### src/rtl/hbpwm_pkg.sv
`timescale 1ns / 1ps
// ----------------------------------------------------------------------------
// hbpwm_pkg
// Shared widths, codes and constants of the H-bridge PWM compare driver.
// ----------------------------------------------------------------------------
package hbpwm_pkg;

    // duty full scale and motor count
    localparam int FULL_SCALE  = 1000;
    localparam int MOTOR_COUNT = 2;

    // field widths
    localparam int PERIOD_W = 17;
    localparam int SPEED_W  = 16;
    localparam int HELD_W   = 11;
    localparam int OP_W     = 2;
    localparam int CFG_IDX_W = 3;

    // duty and product widths derived from full scale
    localparam int DUTY_W   = $clog2(FULL_SCALE + 1);
    localparam int SAT_W    = SPEED_W + 2;
    localparam int PROD_W   = PERIOD_W + DUTY_W;

    // reciprocal of full scale, scaled so that the estimate is low by one at most
    localparam int RECIP_SH = PROD_W + DUTY_W;
    localparam int RECIP_W  = PROD_W + 2;
    localparam longint unsigned RECIP_FULL = (64'd1 << RECIP_SH) / FULL_SCALE;
    localparam logic [RECIP_W-1:0] RECIP = RECIP_W'(RECIP_FULL);

    localparam logic [DUTY_W-1:0] FULL_DUTY = DUTY_W'(FULL_SCALE);
    localparam logic [PROD_W-1:0] FULL_PROD = PROD_W'(FULL_SCALE);
    localparam logic [PERIOD_W-1:0] PERIOD_RST = PERIOD_W'(1000);

    // operation codes
    localparam logic [OP_W-1:0] OP_DRIVE = 2'd0;
    localparam logic [OP_W-1:0] OP_STOP  = 2'd1;
    localparam logic [OP_W-1:0] OP_BRAKE = 2'd2;

    // configuration register indexes
    localparam logic [CFG_IDX_W-1:0] REG_PERIOD_L = 3'd0;
    localparam logic [CFG_IDX_W-1:0] REG_PERIOD_R = 3'd1;
    localparam logic [CFG_IDX_W-1:0] REG_DECAY_L  = 3'd2;
    localparam logic [CFG_IDX_W-1:0] REG_DECAY_R  = 3'd3;
    localparam logic [CFG_IDX_W-1:0] REG_INVERT_L = 3'd4;
    localparam logic [CFG_IDX_W-1:0] REG_INVERT_R = 3'd5;

endpackage

### src/rtl/hbridge_pwm_compare_driver_unit.sv
`timescale 1ns / 1ps
// ----------------------------------------------------------------------------
// hbridge_pwm_compare_driver_unit
// Maps drive, stop and brake commands of two H-bridge motors to timer
// compare values for both bridge inputs, with slow or fast decay.
// ----------------------------------------------------------------------------
// An accepted input beat passes the stage registers A, B and C and then the output register.
// Throughput: one beat per cycle; the four stages stall together only while
// the output register holds a beat the sink has not taken.
// The division by full scale is a reciprocal multiply and a correction stage.
// Reset (synchronous, active low) empties the pipeline and loads the register
// defaults: period 1000 ticks, slow decay, no inversion.
module hbridge_pwm_compare_driver_unit (
    input  logic                              i_clk,
    input  logic                              i_rst_n,
    // command beats
    input  logic                              s_axis_tvalid,
    output logic                              s_axis_tready,
    input  logic [15:0]                       s_axis_tdata,  // speed[15:0]
    input  logic [2:0]                        s_axis_tuser,  // operation[1:0], motor[2]
    // result beats
    output logic                              m_axis_tvalid,
    input  logic                              m_axis_tready,
    output logic [47:0]                       m_axis_tdata,  // compare_first[16:0],
                                                             // compare_second[33:17],
                                                             // speed_held[44:34]
    output logic [0:0]                        m_axis_tuser,  // motor_out[0]
    // configuration writes
    input  logic                              i_cfg_we,
    input  logic [hbpwm_pkg::CFG_IDX_W-1:0]   i_cfg_idx,
    input  logic [hbpwm_pkg::PERIOD_W-1:0]    i_cfg_data
);

    localparam int PW = hbpwm_pkg::PERIOD_W;
    localparam int DW = hbpwm_pkg::DUTY_W;
    localparam int XW = hbpwm_pkg::PROD_W;
    localparam int RW = hbpwm_pkg::RECIP_W;
    localparam int SW = hbpwm_pkg::SAT_W;
    localparam int HW = hbpwm_pkg::HELD_W;

    // configuration registers
    logic [PW-1:0] r_period [hbpwm_pkg::MOTOR_COUNT];
    logic          r_decay  [hbpwm_pkg::MOTOR_COUNT];
    logic          r_invert [hbpwm_pkg::MOTOR_COUNT];

    // pipeline stage registers
    logic                        r_a_vld, r_b_vld, r_c_vld, r_o_vld;
    logic [hbpwm_pkg::OP_W-1:0]  r_a_op;
    logic                        r_a_motor, r_b_motor, r_c_motor, r_o_motor;
    logic signed [hbpwm_pkg::SPEED_W-1:0] r_a_speed;
    logic [HW-1:0]               r_b_held, r_c_held, r_o_held;
    logic [PW-1:0]               r_b_period, r_c_period;
    logic [XW-1:0]               r_b_prod [2];
    logic [XW-1:0]               r_c_prod [2];
    logic [PW-1:0]               r_c_qe   [2];
    logic [PW-1:0]               r_o_cmp  [2];

    logic                        w_adv;
    logic signed [SW-1:0]        w_speed_ext, w_sat, w_abs, w_lim;
    logic [DW-1:0]               w_mag;
    logic                        w_fwd;
    logic [PW-1:0]               w_period;
    logic [DW-1:0]               w_duty     [2];
    logic [DW-1:0]               w_duty_clp [2];
    logic [HW-1:0]               w_held;
    logic [XW+RW-1:0]            w_full     [2];
    logic [XW-1:0]               w_rem      [2];
    logic [PW-1:0]               w_quo      [2];

    // the whole pipeline moves unless the output beat is stalled
    assign w_adv         = !r_o_vld || m_axis_tready;
    assign s_axis_tready = w_adv;

    // configuration write port
    always_ff @(posedge i_clk) begin
        if (!i_rst_n) begin
            r_period[0] <= hbpwm_pkg::PERIOD_RST;
            r_period[1] <= hbpwm_pkg::PERIOD_RST;
            r_decay[0]  <= 1'b0;
            r_decay[1]  <= 1'b0;
            r_invert[0] <= 1'b0;
            r_invert[1] <= 1'b0;
        end else if (i_cfg_we) begin
            case (i_cfg_idx)
                hbpwm_pkg::REG_PERIOD_L: r_period[0] <= i_cfg_data;
                hbpwm_pkg::REG_PERIOD_R: r_period[1] <= i_cfg_data;
                hbpwm_pkg::REG_DECAY_L:  r_decay[0]  <= i_cfg_data[0];
                hbpwm_pkg::REG_DECAY_R:  r_decay[1]  <= i_cfg_data[0];
                hbpwm_pkg::REG_INVERT_L: r_invert[0] <= i_cfg_data[0];
                hbpwm_pkg::REG_INVERT_R: r_invert[1] <= i_cfg_data[0];
                default: ;
            endcase
        end
    end

    // valid bits of the four stages
    always_ff @(posedge i_clk) begin
        if (!i_rst_n) begin
            r_a_vld <= 1'b0;
            r_b_vld <= 1'b0;
            r_c_vld <= 1'b0;
            r_o_vld <= 1'b0;
        end else if (w_adv) begin
            r_a_vld <= s_axis_tvalid;
            r_b_vld <= r_a_vld;
            r_c_vld <= r_b_vld;
            r_o_vld <= r_c_vld;
        end
    end

    // saturation, direction and decay mapping to two duties
    always_comb begin
        w_lim       = SW'(hbpwm_pkg::FULL_SCALE);
        w_speed_ext = SW'(r_a_speed);
        if (w_speed_ext > w_lim) begin
            w_sat = w_lim;
        end else if (w_speed_ext < -w_lim) begin
            w_sat = -w_lim;
        end else begin
            w_sat = w_speed_ext;
        end
        w_abs    = (w_sat < 0) ? -w_sat : w_sat;
        w_mag    = w_abs[DW-1:0];
        w_fwd    = (w_sat > 0) ^ r_invert[r_a_motor];
        w_period = r_period[r_a_motor];
        w_duty[0] = '0;
        w_duty[1] = '0;
        w_held    = '0;
        case (r_a_op)
            hbpwm_pkg::OP_DRIVE: begin
                w_held = w_sat[HW-1:0];
                if (w_sat != 0) begin
                    if (!r_decay[r_a_motor]) begin
                        w_duty[0] = w_fwd ? hbpwm_pkg::FULL_DUTY
                                          : hbpwm_pkg::FULL_DUTY - w_mag;
                        w_duty[1] = w_fwd ? hbpwm_pkg::FULL_DUTY - w_mag
                                          : hbpwm_pkg::FULL_DUTY;
                    end else begin
                        w_duty[0] = w_fwd ? w_mag : '0;
                        w_duty[1] = w_fwd ? '0 : w_mag;
                    end
                end
            end
            hbpwm_pkg::OP_BRAKE: begin
                w_duty[0] = hbpwm_pkg::FULL_DUTY;
                w_duty[1] = hbpwm_pkg::FULL_DUTY;
            end
            // stop and the unused code coast
            default: ;
        endcase
        // duty never above full scale
        for (int i = 0; i < 2; i++) begin
            w_duty_clp[i] = (w_duty[i] > hbpwm_pkg::FULL_DUTY) ? hbpwm_pkg::FULL_DUTY
                                                               : w_duty[i];
        end
    end

    // reciprocal multiply and remainder correction per bridge input
    always_comb begin
        for (int i = 0; i < 2; i++) begin
            w_full[i] = (XW + RW)'(r_b_prod[i]) * (XW + RW)'(hbpwm_pkg::RECIP);
            w_rem[i]  = r_c_prod[i] - XW'(r_c_qe[i]) * hbpwm_pkg::FULL_PROD;
            w_quo[i]  = r_c_qe[i] + PW'(w_rem[i] >= hbpwm_pkg::FULL_PROD);
        end
    end

    // stage payloads
    always_ff @(posedge i_clk) begin
        if (w_adv) begin
            // input beat
            r_a_op    <= s_axis_tuser[1:0];
            r_a_motor <= s_axis_tuser[2];
            r_a_speed <= s_axis_tdata;
            // duty times period
            r_b_motor  <= r_a_motor;
            r_b_held   <= w_held;
            r_b_period <= w_period;
            for (int i = 0; i < 2; i++) begin
                r_b_prod[i] <= XW'(w_period) * XW'(w_duty_clp[i]);
            end
            // quotient estimate
            r_c_motor  <= r_b_motor;
            r_c_held   <= r_b_held;
            r_c_period <= r_b_period;
            for (int i = 0; i < 2; i++) begin
                r_c_prod[i] <= r_b_prod[i];
                r_c_qe[i]   <= w_full[i][hbpwm_pkg::RECIP_SH +: PW];
            end
            // compare values
            r_o_motor <= r_c_motor;
            r_o_held  <= r_c_held;
            for (int i = 0; i < 2; i++) begin
                r_o_cmp[i] <= r_c_period - w_quo[i];
            end
        end
    end

    // result beat
    assign m_axis_tvalid = r_o_vld;
    assign m_axis_tuser  = r_o_motor;
    assign m_axis_tdata  = {(48 - 2 * PW - HW)'(0), r_o_held, r_o_cmp[1], r_o_cmp[0]};

`ifndef SYNTHESIS
    // a beat leaving the last compute stage shows up on the output next cycle
    a_beat_reaches_out: assert property (@(posedge i_clk) disable iff (!i_rst_n)
        r_c_vld && w_adv |=> m_axis_tvalid)
        else $error("result beat lost between compute stage and output");

    // uncorrected remainder lies below twice full scale for both inputs
    a_rem_in_range: assert property (@(posedge i_clk) disable iff (!i_rst_n)
        r_c_vld |-> (w_rem[0] < hbpwm_pkg::FULL_PROD + hbpwm_pkg::FULL_PROD) &&
                    (w_rem[1] < hbpwm_pkg::FULL_PROD + hbpwm_pkg::FULL_PROD))
        else $error("reciprocal estimate off by more than one");

    // the scaled duty never exceeds the period
    a_quo_le_period: assert property (@(posedge i_clk) disable iff (!i_rst_n)
        r_c_vld |-> (w_quo[0] <= r_c_period) && (w_quo[1] <= r_c_period))
        else $error("scaled duty above period");
`endif

endmodule
### config.mk
export PLATFORM = sky130hd
export DESIGN_NAME = hbridge_pwm_compare_driver_unit
export DESIGN_NICKNAME = d
export VERILOG_FILES = /design/src/rtl/hbpwm_pkg.sv /design/src/rtl/hbridge_pwm_compare_driver_unit.sv
export SDC_FILE = /design/constraint.sdc
export NUM_CORES = 2
export LEC_CHECK = 0
export BUFFER_PORTS_ARGS = -buffer_cell sky130_fd_sc_hd__buf_2
export CAP_MARGIN = 20
export CORE_MARGIN = 10
export CORE_UTILIZATION = 50
export CTS_BUF_LIST = sky130_fd_sc_hd__clkbuf_2
export DETAILED_ROUTE_END_ITERATION = 10
export HOLD_SLACK_MARGIN = 0.02
export PLACE_DENSITY = 0.65
export SKIP_CTS_REPAIR_TIMING = 1
export SLEW_MARGIN = 5
export SYNTH_ARGS = -nofsm -noshare
export SYNTH_HDL_FRONTEND = slang
export SYNTH_SLANG_ARGS = --single-unit
### constraint.sdc
create_clock -name i_clk -period 13.25 [get_ports i_clk]
set_input_delay 2.65 -clock i_clk [delete_from_list [all_inputs] [get_ports i_clk]]
set_output_delay 2.65 -clock i_clk [all_outputs]
set_load 0.01 [all_outputs]
==> flow_summary.json <==
{
  "status": "completed",
  "initial_core_util": 0.502,
  "die_x_um": 342,
  "drt-pass1-iter-count": 6,
  "ys_seq_area_frac": 0.174,
  "syn_to_final_growth_pct": 5.65,
  "clock-root-buffer": "clkbuf_2",
  "clkSinkCount": 302,
  "worstMarginPinSlew_ns": 1.12,
  "critPathMaxFanout": 18,
  "ys_ff_latch": 302,
  "synth_edf_count": 297,
  "fillCellCount": 9460,
  "antenna_found_initial": 4,
  "wirelength_um": 122000,
  "maxCapViolCount": 0,
  "hold_class": "flip-flop to flip-flop",
  "rows": 118,
  "numPortBuffers": 91,
  "cp_slowest_stage_delay_ns": 0.74,
  "drt_iter0_drc": 2056,
  "routedWlPerCell_um": 18.2,
  "cts_buffer_depth": 3,
  "syn_inst": 5122,
  "hold_viol": 0,
  "cts_htree_levels": 3,
  "tns_ns": 0,
  "routed-via-count": 35400,
  "core_um2": 103000,
  "crit_arrival_ns": 12.09,
  "tritoncts": "done",
  "crit_slowest_cell": "a221oi_4",
  "critPathLaunchType": "flip-flop",
  "grt_pass1_vias": 37822,
  "crit_required_ns": 14.13,
  "nets": 6997,
  "synthTopCellsByCount": "inv_1, ha_1, fa_1",
  "place_congestion": 0.927,
  "period_minus_slack_ns": 11.21,
  "timing.final.max_slew_violations": 0,
  "chipHeight_um": 342,
  "grt_overflow": 0,
  "ys.flop_type": "edfxtp_1",
  "yosys.area.top_type": "fa_1",
  "synth_area_leaders": "fa_1, ha_1, edfxtp_1",
  "drive_above_1_share": 0.0605,
  "yosysWarnings": 0,
  "synth_area_um2": 51900,
  "cts_buffers": 82,
  "setup.worst_path.class": "flip-flop to flip-flop",
  "grt_usage": 0.215,
  "regArea_um2": 9020,
  "drc": 0,
  "yosysMostFrequentCell": "inv_1",
  "async_reset_ff_frac": 0,
  "synth_top_area_share": 0.309,
  "finalCritPeriodShare": 0.846,
  "setup_viol": 0,
  "timing.fmax_mhz": 89.2,
  "relSlewSlack": 0.242,
  "cts.clk_slew.worst_paths_ns": 0.11,
  "rsz0062_at_grt": "no",
  "vias_per_cell": 5.27,
  "critPathCaptureType": "flip-flop",
  "clock_skew_ns": 0.143,
  "grt_pass1_wl_um": 201000,
  "grt_max_degree": 138,
  "yosysUniqueCellTypes": 99,
  "io_pins": 95,
  "syn_avg_cell_area_um2": 10.1,
  "place_hpwl_um": 101000,
  "clkLatencyLatePin_ns": 1.19,
  "ant_nets": 0,
  "dieArea_um2": 117000,
  "multi_input_area_um2": 37600
}
-- path summary, 6_finish.rpt --
kind	from	to	slack, ns	cells after the start
setup / recovery	r_a_speed[6]$_DFFE_PN_	r_b_prod[0][52]$_DFFE_PN_	2.04	36
hold reg to reg	r_b_held[4]$_SDFFCE_PN0N_	r_c_held[4]$_DFFE_PN_	0.41	0
hold / removal	r_b_held[4]$_SDFFCE_PN0N_	r_c_held[4]$_DFFE_PN_	0.41	0
setup reg to reg	r_a_speed[6]$_DFFE_PN_	r_b_prod[0][52]$_DFFE_PN_	2.04	36
-- cell families after synthesis --
kind of cell / count (synthesis) / synth area share
fa+ha+maj: 1691 / 0.523
mux: 33 / 0.00653
xor+xnor: 170 / 0.0289
flops: 302 / 0.174
simple gates: 919 / 0.0851
compound gates: 614 / 0.0804
other cells: 1 / 0.0000722
buf+inv: 1392 / 0.102
-- per-layer routing --
metal / part of all wire / vias to the layer above / GRT usage
met2: 0.47 / 912 / 0.357
met4: 0.030 / 4 / 0.0628
met5: 0.00022 / - / 0
met3: 0.055 / 210 / 0.0305
li1: - / 16838 / -
met1: 0.45 / 17436 / 0.292
-- worst max-delay path, delay by kind of cell, from the launching register on --
family,cells,cell delay (ns)
compound gates,12,4.34
fa+ha+maj,8,3.46
simple gates,9,2.04
flops,1,0.53
xor+xnor,2,0.29
buf+inv,5,0.24
-- final cells by class --
type / instances / area share
antenna: 5 / 0.000228
inverter: 1318 / 0.0902
multi-input combinational: 3430 / 0.686
clock inverter: 35 / 0.00365
tap: 1380 / 0.0315
sequential: 302 / 0.164
clock buffer: 113 / 0.0103
timing repair buffer: 128 / 0.0136
-- registers in the layout (all words and copies together) (netlist names), 16 cells and up, named ones only --
register and flops:
r_b_prod 54, r_c_prod 48, r_c_qe 34, r_o_cmp 34, r_period 34, r_b_period 17
r_c_period 17, r_a_speed 16
-- metrics by stage --
stage	area [um2]	instances	setup slack [ns]	util	hold slack (ns)
global route	54900	6711	1.34	0.531	0.414
global placement	54100	6558	2.33	0.523	0.402
CTS	54800	6706	2.13	0.531	0.405
floorplan	51900	5124	0.603	-	0.400
detailed placement	54100	6558	2.20	0.523	0.405
finish	54900	6711	2.04	0.531	0.407
-- cells in the final DEF (no fill, tap or decap), types with 51 or more instances in the layout --
cell type	count
inv_1	1314
ha_1	889
fa_1	802
edfxtp_1	297
nor2_1	285
nand2_1	245
a21oi_1	165
clkbuf_2	113
o21ai_0	111
xnor2_1	110
buf_2	91
xor2_1	59
nor3_1	58
nand2b_1	52
a21o_1	51
Power is left out: the tool's default activity adds up to more than one toggle a clock period on the data nets, which glitch-free logic cannot reach.
